File: config.mk
export PLATFORM = sky130hd
export DESIGN_NAME = compactsize_field_parser_top_flat
export DESIGN_NICKNAME = d
export VERILOG_FILES = /design/src/rtl/csz_pkg.sv /design/src/rtl/csz_if.sv /design/src/rtl/csz_apb_regs.sv /design/src/rtl/compactsize_field_parser_top.sv /design/src/flat_wrapper.sv
export SDC_FILE = /design/constraint.sdc
export NUM_CORES = 1
export LEC_CHECK = 0
export ABC_AREA = 1
export BUFFER_PORTS_ARGS = -buffer_cell sky130_fd_sc_hd__buf_4
export CAP_MARGIN = 20
export CORE_MARGIN = 2
export CORE_UTILIZATION = 23
export CTS_CLUSTER_SIZE = 28
export DETAILED_ROUTE_END_ITERATION = 7
export HOLD_SLACK_MARGIN = 0.12
export PLACE_DENSITY = 0.34
export SYNTH_ARGS = -nofsm -noshare
export SYNTH_HDL_FRONTEND = slang
export SYNTH_SLANG_ARGS = --single-unit
File: constraint.sdc
create_clock -name clk -period 11.75 [get_ports clk]
set_input_delay 1.7625 -clock clk [delete_from_list [all_inputs] [get_ports clk]]
set_output_delay 1.7625 -clock clk [all_outputs]
set_load 0.005 [all_outputs]
File: src/rtl/csz_pkg.sv
// ----------------------------------------------------------------------------
// csz_pkg
// Shared types and constants for the CompactSize field parser.
// ----------------------------------------------------------------------------
package csz_pkg;

  // Payload widths
  localparam int unsigned BYTE_W  = 8;
  localparam int unsigned VALUE_W = 64;

  // Configuration port
  localparam int unsigned CFG_ADDR_W = 3;
  localparam int unsigned CFG_DATA_W = 32;

  // Register byte addresses
  localparam logic [CFG_ADDR_W-1:0] REG_WITH_PAYLOAD = 3'd0;

  // Header byte codes
  localparam logic [BYTE_W-1:0] HDR_U16 = 8'd253;
  localparam logic [BYTE_W-1:0] HDR_U32 = 8'd254;
  localparam logic [BYTE_W-1:0] HDR_BASE = 8'd252;

  // Canonical limits
  localparam logic [VALUE_W-1:0] MAX_U16 = 64'h0000_0000_0000_FFFF;
  localparam logic [VALUE_W-1:0] MAX_U32 = 64'h0000_0000_FFFF_FFFF;

  // Extension lengths in bytes
  localparam logic [3:0] EXT_LEN_U16 = 4'd2;
  localparam logic [3:0] EXT_LEN_U32 = 4'd4;
  localparam logic [3:0] EXT_LEN_U64 = 4'd8;

  typedef enum logic [1:0] {
    PH_HEADER  = 2'd0,
    PH_EXT     = 2'd1,
    PH_PAYLOAD = 2'd2
  } phase_t;

  typedef enum logic [1:0] {
    HK_NONE = 2'd0,
    HK_U16  = 2'd1,
    HK_U32  = 2'd2,
    HK_U64  = 2'd3
  } header_kind_t;

  typedef enum logic [1:0] {
    KIND_LENGTH  = 2'd0,
    KIND_PAYLOAD = 2'd1,
    KIND_ERROR   = 2'd2
  } kind_t;

  typedef enum logic {
    ERR_NONCANON = 1'b0,
    ERR_TRUNC    = 1'b1
  } error_code_t;

  // Configuration state handed from the register block to the datapath
  typedef struct packed {
    logic with_payload;
  } csz_cfg_t;

endpackage

File: src/rtl/csz_if.sv
// ----------------------------------------------------------------------------
// csz_if
// Valid/ready channels for the input byte stream and the decoded results.
// ----------------------------------------------------------------------------
interface csz_byte_if;
  logic                         valid;
  logic                         ready;
  logic [csz_pkg::BYTE_W-1:0]   byte_in;
  logic                         buffer_end;

  modport source (output valid, output byte_in, output buffer_end, input ready);
  modport sink   (input valid, input byte_in, input buffer_end, output ready);
endinterface

interface csz_result_if;
  logic                         valid;
  logic                         ready;
  csz_pkg::kind_t               kind;
  logic [csz_pkg::VALUE_W-1:0]  value;
  csz_pkg::error_code_t         error_code;
  logic                         field_last;

  modport source (output valid, output kind, output value, output error_code,
                  output field_last, input ready);
  modport sink   (input valid, input kind, input value, input error_code,
                  input field_last, output ready);
endinterface

File: src/rtl/csz_apb_regs.sv
// ----------------------------------------------------------------------------
// csz_apb_regs
// APB-style configuration register block: holds the payload mode bit.
// ----------------------------------------------------------------------------
module csz_apb_regs (
  input  logic                              clk,
  input  logic                              rst,
  input  logic                              psel,
  input  logic                              penable,
  input  logic                              pwrite,
  input  logic [csz_pkg::CFG_ADDR_W-1:0]    paddr,
  input  logic [csz_pkg::CFG_DATA_W-1:0]    pwdata,
  output logic [csz_pkg::CFG_DATA_W-1:0]    prdata,
  output logic                              pready,
  output csz_pkg::csz_cfg_t                 cfg
);
  import csz_pkg::*;

  logic with_payload;
  logic wr_en;

  assign pready = 1'b1;
  assign wr_en  = psel && penable && pwrite && (paddr == REG_WITH_PAYLOAD);

  // Write the mode bit in the access phase
  always_ff @(posedge clk) begin
    if (rst) begin
      with_payload <= 1'b0;
    end else if (wr_en) begin
      with_payload <= pwdata[0];
    end
  end

  // Read back
  always_comb begin
    prdata = '0;
    if (paddr == REG_WITH_PAYLOAD) begin
      prdata[0] = with_payload;
    end
  end

  assign cfg.with_payload = with_payload;

endmodule

File: src/rtl/compactsize_field_parser_top.sv
// ----------------------------------------------------------------------------
// compactsize_field_parser_top
// Decodes CompactSize length fields from a byte stream, with optional
// payload pass-through.
//
// Usage:
//   stream  : one byte per item with a buffer_end mark on the last byte.
//   result  : zero or one item per input byte: a decoded length, a payload
//             byte, or an error (non-canonical or truncated buffer).
//   APB port: register 0 at byte address 0, bit 0 = payload mode.
// Timing:
//   An accepted byte is held in the input register, is decoded by the
//   parse logic and lands in the result register. One byte per cycle is
//   sustained while the receiver takes each result; the single-pass parse
//   step between the two registers sets that rate.
// Reset: rst (synchronous) clears both registers' valid flags, the parse
//   state and the mode bit; the parser then expects a header byte.
// Stall: a stalled receiver holds the result register; the input register
//   then holds its byte and stream.ready drops until the result is taken.
// ----------------------------------------------------------------------------
module compactsize_field_parser_top (
  input  logic                              clk,
  input  logic                              rst,
  csz_byte_if.sink                          stream,
  csz_result_if.source                      result,
  input  logic                              psel,
  input  logic                              penable,
  input  logic                              pwrite,
  input  logic [csz_pkg::CFG_ADDR_W-1:0]    paddr,
  input  logic [csz_pkg::CFG_DATA_W-1:0]    pwdata,
  output logic [csz_pkg::CFG_DATA_W-1:0]    prdata,
  output logic                              pready
);
  import csz_pkg::*;

  csz_cfg_t cfg;

  // Input register
  logic              in_valid;
  logic [BYTE_W-1:0] in_byte;
  logic              in_end;

  // Parse state
  phase_t            phase, phase_next;
  header_kind_t      header_kind, header_kind_next;
  logic [3:0]        extension_left, extension_left_next;
  logic [2:0]        byte_position, byte_position_next;
  logic [VALUE_W-1:0] accumulator, accumulator_next;
  logic [VALUE_W-1:0] payload_left, payload_left_next;

  // Result register
  logic              out_valid;
  kind_t             out_kind;
  logic [VALUE_W-1:0] out_value;
  error_code_t       out_error_code;
  logic              out_last;

  // Parse step outputs
  logic              res_valid;
  kind_t             res_kind;
  logic [VALUE_W-1:0] res_value;
  error_code_t       res_error_code;
  logic              res_last;

  logic              advance;
  logic              do_finish;
  logic [VALUE_W-1:0] finish_len;
  logic [VALUE_W-1:0] acc_new;
  logic              bad;

  csz_apb_regs u_regs (
    .clk     (clk),
    .rst     (rst),
    .psel    (psel),
    .penable (penable),
    .pwrite  (pwrite),
    .paddr   (paddr),
    .pwdata  (pwdata),
    .prdata  (prdata),
    .pready  (pready),
    .cfg     (cfg)
  );

  // Advance the held item when the result register is free or draining
  assign advance      = in_valid && (!out_valid || result.ready);
  assign stream.ready = !in_valid || advance;

  // Capture the next item
  always_ff @(posedge clk) begin
    if (rst) begin
      in_valid <= 1'b0;
    end else if (stream.ready) begin
      in_valid <= stream.valid;
    end
  end

  always_ff @(posedge clk) begin
    if (stream.ready && stream.valid) begin
      in_byte <= stream.byte_in;
      in_end  <= stream.buffer_end;
    end
  end

  // Parse one byte
  always_comb begin
    phase_next          = phase;
    header_kind_next    = header_kind;
    extension_left_next = extension_left;
    byte_position_next  = byte_position;
    accumulator_next    = accumulator;
    payload_left_next   = payload_left;
    res_valid           = 1'b0;
    res_kind            = KIND_LENGTH;
    res_value           = '0;
    res_error_code      = ERR_NONCANON;
    res_last            = 1'b0;
    do_finish           = 1'b0;
    finish_len          = '0;
    acc_new             = accumulator;
    bad                 = 1'b0;

    acc_new[{byte_position, 3'b000} +: BYTE_W] = in_byte;

    case (phase)
      PH_EXT: begin
        accumulator_next    = acc_new;
        byte_position_next  = byte_position + 3'd1;
        extension_left_next = extension_left - 4'd1;
        if (extension_left_next == 4'd0) begin
          bad = ((header_kind == HK_U16) && (acc_new < VALUE_W'(HDR_U16))) ||
                ((header_kind == HK_U32) && (acc_new <= MAX_U16)) ||
                ((header_kind == HK_U64) && (acc_new <= MAX_U32));
          if (bad) begin
            res_valid      = 1'b1;
            res_kind       = KIND_ERROR;
            res_error_code = ERR_NONCANON;
            res_last       = 1'b1;
            phase_next     = PH_HEADER;
          end else begin
            do_finish  = 1'b1;
            finish_len = acc_new;
          end
        end else if (in_end) begin
          res_valid      = 1'b1;
          res_kind       = KIND_ERROR;
          res_error_code = ERR_TRUNC;
          res_last       = 1'b1;
          phase_next     = PH_HEADER;
        end
      end
      PH_PAYLOAD: begin
        payload_left_next = payload_left - VALUE_W'(1);
        res_valid         = 1'b1;
        if (payload_left_next == '0) begin
          res_kind   = KIND_PAYLOAD;
          res_value  = VALUE_W'(in_byte);
          res_last   = 1'b1;
          phase_next = PH_HEADER;
        end else if (in_end) begin
          res_kind       = KIND_ERROR;
          res_error_code = ERR_TRUNC;
          res_last       = 1'b1;
          phase_next     = PH_HEADER;
        end else begin
          res_kind  = KIND_PAYLOAD;
          res_value = VALUE_W'(in_byte);
        end
      end
      default: begin
        // Header byte; an unused phase code is treated the same
        phase_next = PH_HEADER;
        if (in_byte < HDR_U16) begin
          do_finish  = 1'b1;
          finish_len = VALUE_W'(in_byte);
        end else if (in_end) begin
          res_valid      = 1'b1;
          res_kind       = KIND_ERROR;
          res_error_code = ERR_TRUNC;
          res_last       = 1'b1;
        end else begin
          header_kind_next    = header_kind_t'(2'(in_byte - HDR_BASE));
          extension_left_next = (in_byte == HDR_U16) ? EXT_LEN_U16 :
                                (in_byte == HDR_U32) ? EXT_LEN_U32 : EXT_LEN_U64;
          byte_position_next  = 3'd0;
          accumulator_next    = '0;
          phase_next          = PH_EXT;
        end
      end
    endcase

    // Complete a length field
    if (do_finish) begin
      res_valid = 1'b1;
      if (cfg.with_payload && (finish_len != '0)) begin
        if (in_end) begin
          res_kind       = KIND_ERROR;
          res_error_code = ERR_TRUNC;
          res_last       = 1'b1;
          phase_next     = PH_HEADER;
        end else begin
          res_kind          = KIND_LENGTH;
          res_value         = finish_len;
          res_last          = 1'b0;
          payload_left_next = finish_len;
          phase_next        = PH_PAYLOAD;
        end
      end else begin
        res_kind   = KIND_LENGTH;
        res_value  = finish_len;
        res_last   = 1'b1;
        phase_next = PH_HEADER;
      end
    end
  end

  // Update the parse state when an item advances
  always_ff @(posedge clk) begin
    if (rst) begin
      phase          <= PH_HEADER;
      header_kind    <= HK_NONE;
      extension_left <= '0;
      byte_position  <= '0;
      accumulator    <= '0;
      payload_left   <= '0;
    end else if (advance) begin
      phase          <= phase_next;
      header_kind    <= header_kind_next;
      extension_left <= extension_left_next;
      byte_position  <= byte_position_next;
      accumulator    <= accumulator_next;
      payload_left   <= payload_left_next;
    end
  end

  // Result register: load on advance, drop when taken
  always_ff @(posedge clk) begin
    if (rst) begin
      out_valid <= 1'b0;
    end else if (advance) begin
      out_valid <= res_valid;
    end else if (result.ready) begin
      out_valid <= 1'b0;
    end
  end

  always_ff @(posedge clk) begin
    if (advance && res_valid) begin
      out_kind       <= res_kind;
      out_value      <= res_value;
      out_error_code <= res_error_code;
      out_last       <= res_last;
    end
  end

  assign result.valid      = out_valid;
  assign result.kind       = out_kind;
  assign result.value      = out_value;
  assign result.error_code = out_error_code;
  assign result.field_last = out_last;

endmodule
File: src/flat_wrapper.sv
// flat-port wrapper written by rule: the top's interface ports become plain ports
module compactsize_field_parser_top_flat import csz_pkg::*;
  (clk, rst, psel, penable, pwrite, paddr, pwdata, prdata, pready, stream_valid, stream_byte_in, stream_buffer_end, stream_ready, result_valid, result_kind, result_value, result_error_code, result_field_last, result_ready);
  csz_byte_if stream_i ();
  csz_result_if result_i ();
  input  logic clk;
  input  logic rst;
  input  logic psel;
  input  logic penable;
  input  logic pwrite;
  input  logic [csz_pkg::CFG_ADDR_W-1:0] paddr;
  input  logic [csz_pkg::CFG_DATA_W-1:0] pwdata;
  output logic [csz_pkg::CFG_DATA_W-1:0] prdata;
  output logic pready;
  input wire logic [$bits(stream_i.valid)-1:0] stream_valid;
  input wire logic [$bits(stream_i.byte_in)-1:0] stream_byte_in;
  input wire logic [$bits(stream_i.buffer_end)-1:0] stream_buffer_end;
  output wire logic [$bits(stream_i.ready)-1:0] stream_ready;
  output wire logic [$bits(result_i.valid)-1:0] result_valid;
  output wire logic [$bits(result_i.kind)-1:0] result_kind;
  output wire logic [$bits(result_i.value)-1:0] result_value;
  output wire logic [$bits(result_i.error_code)-1:0] result_error_code;
  output wire logic [$bits(result_i.field_last)-1:0] result_field_last;
  input wire logic [$bits(result_i.ready)-1:0] result_ready;
  assign stream_i.valid = stream_valid;
  assign stream_i.byte_in = stream_byte_in;
  assign stream_i.buffer_end = stream_buffer_end;
  assign stream_ready = stream_i.ready;
  assign result_valid = result_i.valid;
  assign result_kind = result_i.kind;
  assign result_value = result_i.value;
  assign result_error_code = result_i.error_code;
  assign result_field_last = result_i.field_last;
  assign result_i.ready = result_ready;
  compactsize_field_parser_top u_core (.clk(clk), .rst(rst), .stream(stream_i), .result(result_i), .psel(psel), .penable(penable), .pwrite(pwrite), .paddr(paddr), .pwdata(pwdata), .prdata(prdata), .pready(pready));
endmodule
==> flow_metrics.env <==
export IMPL_outcome="finished, final reports clean"
export IMPL_cp_required_ns=12.09
export IMPL_cts_root_buf="clkbuf_16"
export IMPL_ys_seq_area_share_pct=34.6
export IMPL_routed_via_density=4.67
export IMPL_die_y_um=259
export IMPL_critical_path_max_stage_delay_ns=0.75
export IMPL_period_minus_slack_ns=7.39
export IMPL_grt_pass1_wl_um=95600
export IMPL_cts_resized_gates=0
export IMPL_dp_cells=3152
export IMPL_setup_viol=0
export IMPL_antenna_found_initial=0
export IMPL_place_congestion=0.877
export IMPL_yosys_area_top_type="dfxtp_1"
export IMPL_synth_area_mux_share_pct=0
export IMPL_worst_path_max_fanout=50
export IMPL_synthArstFlopShare_pct=0
export IMPL_critPathSlowestCell="nor2_1"
export IMPL_routed_wl_um=63900
export IMPL_yosysWarnings=0
export IMPL_post_cts_setup_buffers=0
export IMPL_grt_pass1_vias=14546
export IMPL_synth_area_leaders="dfxtp_1 (19%), edfxtp_1 (16%), nand2_1 (15%)"
export IMPL_finalPower_mw=2.14
export IMPL_start_util_pct=23.2
export IMPL_p_per_area_nw_per_um2=126
export IMPL_dp_hpwl_um=46500
export IMPL_critPathKind="flop to flop"
export IMPL_worst_slack_ns=4.36
export IMPL_postLayoutCoreUtil_pct=26.5
export IMPL_row_count=93
export IMPL_pre_cts_ws_ns=4.36
export IMPL_crit_arrival_ns=7.73
export IMPL_yosysMostFrequentCell="nand2_1"
export IMPL_synth_edff_count=77
export IMPL_synth_simple_area_share_pct=39.5
export IMPL_syn_inst=2327
export IMPL_final_fill_count=7265
export IMPL_critPathCaptureType="flop"
export IMPL_syn_cell_area_sq_um=14900
export IMPL_synth_top_area_share_pct=19.1
export IMPL_cts_sinks=219
export IMPL_coreArea_sq_um=64200
export IMPL_clockBufferDepth=3
export IMPL_syn_avg_cell_area_sq_um=6.41
export IMPL_leakagePower_nw=7.42
export IMPL_worstMarginPinSlew_ns=1.03
export IMPL_drc=0
export IMPL_synth_adder_area_share_pct=0.755
export IMPL_rsz0062_at_grt="false"
export IMPL_port_buffers=90
export IMPL_grt_remaining_overflow=0
export IMPL_slew_headroom_pct=30.8
export IMPL_synth_xor_area_share_pct=3.17
export IMPL_dieArea_sq_um=66900
export IMPL_synth_top_family_by_area="simple AND/OR/NAND/NOR gates"
export IMPL_ios=154
export IMPL_synth_compound_area_share_pct=10.1
export IMPL_final_hold_viol_count=0
export IMPL_path_common_cell="nand2_1"
export IMPL_dieWidth_um=259
export IMPL_n_antenna_cell=0
export IMPL_final_nets=2389
export IMPL_vias=14968
export IMPL_clk_pin_slew_ns=0.06
export IMPL_start_kind="flop"
export IMPL_maxCapViolCount=0
export IMPL_cts_tree="done"
export IMPL_clock_skew_ns=0.0202
export IMPL_synth_main_ff_cell="dfxtp_1"
export IMPL_instances_no_fill=3208
export IMPL_multiInputGateArea_sq_um=8120
export IMPL_seq_area_sq_um=5160
export IMPL_wire_per_inst_um=19.9
export IMPL_cts_hold_buf=0
export IMPL_area_delta_synth_final_pct=14.4
export IMPL_clock_fmax_mhz=135
export IMPL_hold_class="flop to flop"
export IMPL_h_tree_depth=1
export IMPL_period_share_pct=62.9
export IMPL_setup_tns_ns=0
export IMPL_ant_nets=0
export IMPL_drt_pass1_iter_count=5
export IMPL_slew_viol_final=0
export IMPL_ys_types=43
export IMPL_clk_insertion_delay_late_ns=0.59
export IMPL_grt_max_degree=93
export IMPL_ys_ff_latch=219
export IMPL_synth_commonest_cells="nand2_1 (606), nor2_1 (409), inv_1 (232)"
export IMPL_ir_drop_mv=0.0999
export IMPL_drt_iter0_drc=992
export IMPL_drive_above_1_share_pct=8.46
export IMPL_cts_buffers_inserted=30
export IMPL_path_cells="inv_2 > ha_1 > ha_1 > nor2_4 > nand3_1 > o21a_1 > nand2_1 > nor2_1 > nand3_1 > nand2_1 > nand3_2 > nand2_2 > nor2_1 > o41ai_1 > nand2_1 > nor2_1 > nand3_2 > buf_4 > nand2_2 > nor2_4 > buf_4 > inv_2 > nand2_1 > inv_1"
export IMPL_grtUsageTotal_pct=18.8
## per-stage QoR
stage | hold slack, ns | instance area [sq um]
global route | 0.483 | 17000
global placement | 0.449 | 16100
detailed placement | 0.454 | 16100
CTS | 0.465 | 17000
finish | 0.463 | 17000
floorplan | 0.437 | 15000
## critical path, delay by kind of cell, from the launching register on
family / cells / cell delay [ns]
flip-flops: 1 / 0.36
AND/OR/NAND/NOR: 15 / 4.18
buffers and inverters: 5 / 1.39
adder cells (fa/ha/maj): 2 / 0.45
AO/OA/AOI/OAI: 2 / 0.72
## sequential cells by signal, summed over array words and instances, names as in the netlist
register / cells
u_core.accumulator: 64
u_core.byte_position: 3
u_core.extension_left: 4
u_core.header_kind: 2
u_core.in_byte: 8
u_core.in_end: 1
u_core.in_valid: 1
u_core.payload_left: 64
u_core.phase: 2
u_core.result.error_code: 1
u_core.result.field_last: 1
u_core.result.kind: 2
u_core.result.valid: 1
u_core.result.value: 64
u_core.u_regs.cfg: 1
## placed cells by master (no fill, tap or decap), types with 4 or more instances in the layout
master,instances
clkinv_2,10
buf_4,107
nand3_2,7
nand3_1,153
a31oi_1,32
inv_2,11
nor3_1,46
nor3b_1,4
a211oi_1,48
o21ai_1,4
nand2_1,606
o21ai_0,123
xor2_1,49
clkbuf_16,31
dfxtp_1,141
nor4_1,10
conb_1,32
clkinvlp_4,4
o41ai_1,4
nor2_4,4
o211ai_1,4
ha_1,8
nand4_1,113
clkbuf_1,4
inv_1,229
a21oi_1,41
edfxtp_1,77
nor2_2,6
nor2_1,408
xnor2_1,5
## metal layers
layer	part of all wire [%]	track usage (%)	wire, um
met1	47	26.0	30200
met2	47	31.7	30200
met4	2.1	4.35	1310
met3	3.5	1.69	2270
met5	0	0	0
## where the power goes
| part | internal (mW) | total (mW) | switching [mW] |
|---|---|---|---|
| Combinational | 0.108 | 0.364 | 0.255 |
| Sequential | 0.813 | 0.845 | 0.0322 |
| Clock | 0.545 | 0.932 | 0.386 |
| Total | 1.47 | 2.14 | 0.674 |
## final timing paths
path | from | end | slack (ns) | cells past startpoint
worst max-delay path | u_core.byte_position[0] | u_core.result.value[24] | 4.36 | 24
worst min-delay path | u_core.accumulator[38] | u_core.accumulator[38] | 0.46 | 2
worst max register to register | u_core.byte_position[0] | u_core.result.value[24] | 4.36 | 24
worst min register to register | u_core.accumulator[38] | u_core.accumulator[38] | 0.46 | 2
## cell families (layout without fill, tap and decap cells)
kind of cell               Yosys count  in the layout
AOI/OAI and AO/OA                  261            261
xor gates and xnor gates            54             54
adders and majority gates            9              9
buffers and inverters              409            405
DFF                                219            219
other                                2             32
and+or+nand+nor                   1373           1373
## final cells by class
type,instances,area share (%)
clock inverter,21,1.12
clock buffer,35,4.64
tap,855,6.27
multi-input combinational,1729,47.6
sequential,219,30.2
timing repair buffer,107,4.71
inverter,242,5.37
Power figures use the tool's default switching activity.
